==> src/rtl/spt_pkg.sv <==
package spt_pkg;

  // sizing
  localparam int PAGE_COUNT = 64;
  localparam int PAGE_W     = 6;
  localparam int PAGE_SLOTS = 2 ** PAGE_W;
  localparam int TIME_BITS  = 32;
  localparam int LIFE_W     = 32;
  localparam int CMP_W      = (TIME_BITS > LIFE_W) ? TIME_BITS : LIFE_W;
  localparam int BUDGET_W   = 7;

  localparam logic [LIFE_W-1:0] LIFETIME_RESET = LIFE_W'(1000);

  // command kinds
  typedef enum logic [1:0] {
    KIND_REQUEST = 2'd0,
    KIND_COMMIT  = 2'd1,
    KIND_SWEEP   = 2'd2,
    KIND_TICK    = 2'd3
  } kind_t;

  // result events
  typedef enum logic [1:0] {
    EV_ANSWER = 2'd0,
    EV_COMMIT = 2'd1,
    EV_FREE   = 2'd2,
    EV_NONE   = 2'd3
  } event_t;

  typedef struct packed {
    logic [1:0]          kind;
    logic [PAGE_W-1:0]   page_index;
    logic                tail_level;
    logic [BUDGET_W-1:0] page_budget;
  } spt_cmd_t;

  typedef struct packed {
    logic [1:0]        event_res;
    logic [PAGE_W-1:0] page_index_out;
    logic              needs_load;
    logic              last;
  } spt_res_t;

endpackage

==> src/rtl/spt_ram.sv <==
module spt_ram #(
  parameter int WIDTH = 32,
  parameter int DEPTH = 64
) (
  input  logic                     clk,
  input  logic                     we,
  input  logic [$clog2(DEPTH)-1:0] waddr,
  input  logic [WIDTH-1:0]         wdata,
  input  logic [$clog2(DEPTH)-1:0] raddr,
  output logic [WIDTH-1:0]         rdata
);

  logic [WIDTH-1:0] mem [DEPTH];

  // one write port, one registered read port
  always_ff @(posedge clk) begin
    if (we) begin
      mem[waddr] <= wdata;
    end
    rdata <= mem[raddr];
  end

endmodule

==> src/rtl/sparse_page_residency_tracker.sv <==
// Request and tick: result strobed in the cycle after the start transfer; busy stays low.
// Commit: busy walking pages, one per cycle, and flushing; final result in the cycle after.
// Sweep: busy walking pages, then tail and flush states; final result in the cycle after.
// Sweep stamp reads are pipelined. A commit or sweep holds off new commands until done.
// Results are strobed once and never stalled. Synchronous reset clears flags and time,
// sets lifetime to 1000; stamps read as zero through per-page valid bits, no clearing pass.
module sparse_page_residency_tracker (
  input  logic                  clk,
  input  logic                  rst,
  input  logic                  start,
  output logic                  busy,
  input  spt_pkg::spt_cmd_t     cmd,
  output logic                  result_valid,
  output spt_pkg::spt_res_t     result,
  input  logic                  cfg_valid,
  output logic                  cfg_ready,
  input  logic [31:0]           cfg_data
);
  import spt_pkg::*;

  typedef enum logic [2:0] {
    S_IDLE,
    S_COMMIT,
    S_SWEEP,
    S_SWEEP_TAIL,
    S_FLUSH
  } state_t;

  localparam logic [PAGE_W-1:0] LAST_PAGE = PAGE_W'(PAGE_COUNT - 1);

  state_t                state;
  logic [LIFE_W-1:0]     lifetime;
  logic [TIME_BITS-1:0]  now;
  logic [PAGE_SLOTS-1:0] committed;
  logic [PAGE_SLOTS-1:0] pending;
  logic [PAGE_SLOTS-1:0] stamp_valid;
  logic [PAGE_W-1:0]     idx;
  logic [BUDGET_W-1:0]   count;
  logic [BUDGET_W-1:0]   budget;
  logic                  chk_valid;
  logic [PAGE_W-1:0]     chk_idx;
  logic                  hold_valid;
  spt_res_t              hold;

  logic                  accept;
  logic                  req_hit;
  logic                  stamp_we;
  logic [TIME_BITS-1:0]  ram_rdata;
  logic [TIME_BITS-1:0]  stamp;
  logic [TIME_BITS-1:0]  age;
  logic                  found_commit;
  logic                  found_free;
  logic                  found;
  spt_res_t              found_res;

  assign busy      = (state != S_IDLE);
  assign cfg_ready = 1'b1;
  assign accept    = start && !busy;

  // a request that names a real page
  assign req_hit  = (kind_t'(cmd.kind) == KIND_REQUEST) && !cmd.tail_level &&
                    (BUDGET_W'(cmd.page_index) < BUDGET_W'(PAGE_COUNT));
  assign stamp_we = accept && req_hit;

  spt_ram #(
    .WIDTH (TIME_BITS),
    .DEPTH (PAGE_SLOTS)
  ) u_stamp_ram (
    .clk   (clk),
    .we    (stamp_we),
    .waddr (cmd.page_index),
    .wdata (now),
    .raddr (idx),
    .rdata (ram_rdata)
  );

  // age of the page under check, never-stamped pages have a stamp of zero
  assign stamp = stamp_valid[chk_idx] ? ram_rdata : '0;
  assign age   = now - stamp;

  // shared find logic for the two walks
  assign found_commit = (state == S_COMMIT) && pending[idx] && (count < budget);
  assign found_free   = chk_valid && committed[chk_idx] &&
                        (CMP_W'(age) >= CMP_W'(lifetime));
  assign found        = found_commit || found_free;

  always_comb begin
    found_res.event_res      = found_commit ? EV_COMMIT : EV_FREE;
    found_res.page_index_out = found_commit ? idx : chk_idx;
    found_res.needs_load     = 1'b0;
    found_res.last           = 1'b0;
  end

  // sequencer, state and registered outputs
  always_ff @(posedge clk) begin
    if (rst) begin
      state        <= S_IDLE;
      lifetime     <= LIFETIME_RESET;
      now          <= '0;
      committed    <= '0;
      pending      <= '0;
      stamp_valid  <= '0;
      idx          <= '0;
      count        <= '0;
      chk_valid    <= 1'b0;
      hold_valid   <= 1'b0;
      result_valid <= 1'b0;
    end else begin
      result_valid <= 1'b0;

      // configuration transfer
      if (cfg_valid && cfg_ready) begin
        lifetime <= cfg_data;
      end

      // one result held back so the final one can carry last
      if (found) begin
        if (hold_valid) begin
          result_valid <= 1'b1;
          result       <= hold;
        end
        hold       <= found_res;
        hold_valid <= 1'b1;
        if (found_commit) begin
          committed[idx] <= 1'b1;
          count          <= count + BUDGET_W'(1);
        end else begin
          committed[chk_idx] <= 1'b0;
        end
      end

      unique case (state)
        S_IDLE: begin
          if (accept) begin
            idx        <= '0;
            count      <= '0;
            chk_valid  <= 1'b0;
            hold_valid <= 1'b0;
            budget     <= (cmd.page_budget == '0) ? BUDGET_W'(1) : cmd.page_budget;
            unique case (kind_t'(cmd.kind))
              KIND_REQUEST: begin
                result_valid             <= 1'b1;
                result.event_res         <= EV_ANSWER;
                result.page_index_out    <= req_hit ? cmd.page_index : '0;
                result.needs_load        <= req_hit && !committed[cmd.page_index];
                result.last              <= 1'b1;
                if (req_hit) begin
                  stamp_valid[cmd.page_index] <= 1'b1;
                  if (!committed[cmd.page_index]) begin
                    pending[cmd.page_index] <= 1'b1;
                  end
                end
              end
              KIND_COMMIT: state <= S_COMMIT;
              KIND_SWEEP:  state <= S_SWEEP;
              KIND_TICK: begin
                now                   <= now + TIME_BITS'(1);
                result_valid          <= 1'b1;
                result.event_res      <= EV_NONE;
                result.page_index_out <= '0;
                result.needs_load     <= 1'b0;
                result.last           <= 1'b1;
              end
              default: state <= S_IDLE;
            endcase
          end
        end
        S_COMMIT: begin
          idx <= idx + PAGE_W'(1);
          if (idx == LAST_PAGE) begin
            pending <= '0;
            state   <= S_FLUSH;
          end
        end
        S_SWEEP: begin
          chk_valid <= 1'b1;
          chk_idx   <= idx;
          idx       <= idx + PAGE_W'(1);
          if (idx == LAST_PAGE) begin
            state <= S_SWEEP_TAIL;
          end
        end
        S_SWEEP_TAIL: begin
          chk_valid <= 1'b0;
          state     <= S_FLUSH;
        end
        S_FLUSH: begin
          result_valid <= 1'b1;
          if (hold_valid) begin
            result      <= hold;
            result.last <= 1'b1;
          end else begin
            result.event_res      <= EV_NONE;
            result.page_index_out <= '0;
            result.needs_load     <= 1'b0;
            result.last           <= 1'b1;
          end
          hold_valid <= 1'b0;
          state      <= S_IDLE;
        end
        default: state <= S_IDLE;
      endcase
    end
  end

endmodule

==> config.mk <==
export PLATFORM = sky130hd
export DESIGN_NAME = sparse_page_residency_tracker
export DESIGN_NICKNAME = d
export VERILOG_FILES = /design/src/rtl/spt_pkg.sv /design/src/rtl/spt_ram.sv /design/src/rtl/sparse_page_residency_tracker.sv
export SDC_FILE = /design/constraint.sdc
export NUM_CORES = 2
export LEC_CHECK = 0
export BUFFER_PORTS_ARGS = -buffer_cell sky130_fd_sc_hd__buf_2
export CAP_MARGIN = 20
export CORE_UTILIZATION = 56
export DETAILED_ROUTE_END_ITERATION = 12
export PLACE_DENSITY = 0.78
export SETUP_SLACK_MARGIN = 0.4
export SLEW_MARGIN = 20
export SYNTH_ARGS = -nofsm -noshare
export SYNTH_HDL_FRONTEND = slang
export SYNTH_SLANG_ARGS = --single-unit
export TNS_END_PERCENT = 50
==> constraint.sdc <==
create_clock -name clk -period 13 [get_ports clk]
set_input_delay 2.6 -clock clk [delete_from_list [all_inputs] [get_ports clk]]
set_output_delay 2.6 -clock clk [all_outputs]
set_load 0.02 [all_outputs]
==> run summary <==
Dominant synthesized flop cell - edfxtp_1
Worst Hold Class - reg2reg
Worst-path fanout max - 54
H-Tree Depth - 4
Final net count - 5891
Post-route cell area - 0.101 mm^2
Library cells used by synthesis - 79
Leading area contributor after synthesis - edfxtp_1
Synth area leaders - edfxtp_1 (69%), dfxtp_1 (6.8%), a22oi_1 (5.2%), a221oi_1 (2.1%), a22o_1 (2.1%)
Grt ovf - 0
Final period utilization - 65.9%
Initial Util - 56.7%
FF+latch count, synth - 2386
Final Hold Viols - 0
Syn_area_per_cell - 15.9 um^2
Detailed Place HPWL - 155000 um
Tmin final - 8.57 ns
Clock root buffer - clkbuf_16
Synthesized area - 0.0902 mm^2
WL final - 283000 um
Routability cong. - 0.941
Slew Limit Headroom - 13.8%
Logic pwr share - 3.3%
Global-route wire length before repair - 394000 um
Seq pwr share - 55.1%
Critical path buffers and inverters - 3
Leak - 28.6 nW
Fill count - 10600
Via count - 58200
Placement Cell Area - 0.0939 mm^2
Sw frac - 21.2%
Internal - 11.8 mW
Clk slew on worst S/H paths - 0.06 ns
Worst IR Drop VDD - 0.130 mV
Pwr/cell area - 149 mW/mm^2
Vias in the first global route - 54700
Critical path class - reg2reg
Tot GR Track Use - 34.1%
Area grow syn2layout - 11.8%
Top-area cell type share of the netlist area - 69.2%
Cts hold-fix bufs - 0
Commonest non-fill, non-tap cell in the layout - edfxtp_1
Clock share of power - 41.6%
Yosys Warn Count - 0
Syn Nets - 5809
Iter 0 DRT Violations - 10900
Fmax - 0.117 GHz
Setup bufs post-CTS - 0
Max-cap violations - 0
Port bufs - 63
Die Height - 403 um
Cts bufs inserted - 215
RSZ-0062 raised after global routing - no
Final Setup Violations - 0
Status - finished clean
Pin count of the biggest net entering global routing - 95
Clock Latency Late Sink - 0.90 ns
Sink Count - 2386
Clk_skew - 0.0762 ns
Die area - 0.163 mm^2
Fraction of final layout cells sized beyond drive strength 1 - 12.8%
Slew Limit Fails - 0
Psw - 3.18 mW
Mapped Cells - 5679
Sequential share of the synthesized area - 76.0%
Asr flop ratio synth - 0%
DRC errors left - 0
CP top delay family - compound AO/OA/AOI/OAI gates
Worst setup SP type - flop
CTS tree - done
Worst slew pin tran - 1.28 ns
Crit end category - flop
Slowest-stage cell, CP - nor2b_1
Setup_tns - 0 ns
Avg WL per Cell - 35.0 um
IO Pins - 65
Arrival time at the worst endpoint - 9.13 ns
Post-CTS sizing - 0
CTS Buffer Depth - 3
Pre-antenna DRT Iters - 6
Via density - 7.20
Initial antenna violation count - 15
Routed Antenna Nets - 0
Most frequent cells in the layout - edfxtp_1 (2079), a22oi_1 (628), nor2_1 (296), dfxtp_1 (274), a31oi_1 (266)
CP peak stage delay - 0.77 ns
CP dominant cell by count - a21oi_1
Post-synth EDFFs - 2079
Core Rows - 146
Core area - 0.159 mm^2
WP data required - 13.56 ns
Die Width - 403 um
[registers in the layout, summed over array words and instances, names as in the netlist]
name	flops
budget	7
chk_idx	6
chk_valid	1
committed	64
count	7
hold	8
hold_valid	1
idx	6
lifetime	32
now	32
pending	64
result	10
result_valid	1
stamp_valid	64
state	3
u_stamp_ram.mem	2048
u_stamp_ram.rdata	32
[layer usage]
layer / vias to the layer above / wire length (um) / share of wire [%] / GRT usage [%]
li1: 23300 / - / - / -
met1: 28400 / 94900 / 34 / 44.6
met2: 5513 / 123000 / 44 / 50.2
met3: 981 / 46400 / 16 / 11.4
met4: 12 / 18400 / 6.5 / 19.3
met5: - / 75 / 0.027 / 0
[cell families (layout without fill, tap and decap cells)]
family          after synthesis  count (layout)  share of synthesized area (%)
fa+ha+maj                    78              78                           1.09
compound gates             1713            1713                           14.1
other cells                   1               7                        0.00416
flops                      2386            2386                           76.0
xor+xnor                     65              65                          0.631
buf+inv                     463             720                           1.99
simple gates                865             865                           4.56
mux                         108             108                           1.56
[power groups by stage]
stage / combinational [mW] / clock (mW) / sequential [mW]
finish: 0.502 / 6.23 / 8.25
global route: 0.529 / 6.51 / 8.25
CTS: 0.486 / 6.22 / 8.25
detailed placement: 0.480 / 0 / 8.42
global placement: 0.470 / 0 / 8.42
floorplan: 0.306 / 0 / 8.41
[per-stage QoR]
step                      power [mW]  setup slack (ns)  std cells  hold WS [ns]  utilization (%)
after global placement          8.89              4.71       7689         0.431             59.0
after floorplan                 8.72              6.02       5679         0.403                -
after global routing            15.3              3.87       8082         0.489             63.4
final                           15.0              4.43       8088         0.450             63.4
after CTS                       15.0              4.58       8082         0.450             63.3
after detailed placement        8.90              4.62       7690         0.441             59.0
[tightest hold or removal path, stage by stage (launching register included)]
cell,delay [ns]
dfxtp_1,0.29
inv_1,0.05
a21oi_1,0.05
[synth_stat cells (24+ instances only)]
| library cell | number |
|---|---|
| edfxtp_1 | 2079 |
| a22oi_1 | 628 |
| nor2_1 | 361 |
| dfxtp_1 | 307 |
| clkbuf_1 | 294 |
| a31oi_1 | 266 |
| a221oi_1 | 221 |
| a22o_1 | 212 |
| nand2_1 | 161 |
| a21oi_1 | 138 |
| nand3_1 | 81 |
| ha_1 | 77 |
| inv_1 | 74 |
| buf_1 | 67 |
| mux2i_1 | 66 |
| nand4_1 | 63 |
| o21ai_0 | 62 |
| nor4_1 | 34 |
| xnor2_1 | 34 |
| a32o_1 | 33 |
| xor2_1 | 31 |
| a21o_1 | 25 |
| mux4_2 | 24 |
| o211ai_1 | 24 |
[cell type report]
cell class,count,area (um^2),area share (%)
diodes,6,15.0,0.0149
clock buffers,262,5710,5.66
clock inverters,130,1190,1.18
inverters,75,282,0.279
multi-input cells,2830,20500,20.3
flip-flops and latches,2386,68600,68.1
well taps,2146,2690,2.66
repair buffers,253,1830,1.81
[final timing paths]
kind	startpoint	endpoint	cells after the start	slack (ns)
worst max register to register	chk_idx[2]$_DFFE_PP_	result[9]$_DFFE_PN_	31	4.43
worst min register to register	pending[31]$_SDFFE_PP0P_	pending[31]$_SDFFE_PP0P_	2	0.45
worst max-delay path	chk_idx[2]$_DFFE_PP_	result[9]$_DFFE_PN_	31	4.43
worst min-delay path	pending[31]$_SDFFE_PP0P_	pending[31]$_SDFFE_PP0P_	2	0.45
Note: power is estimated with default switching activity, not from simulation.
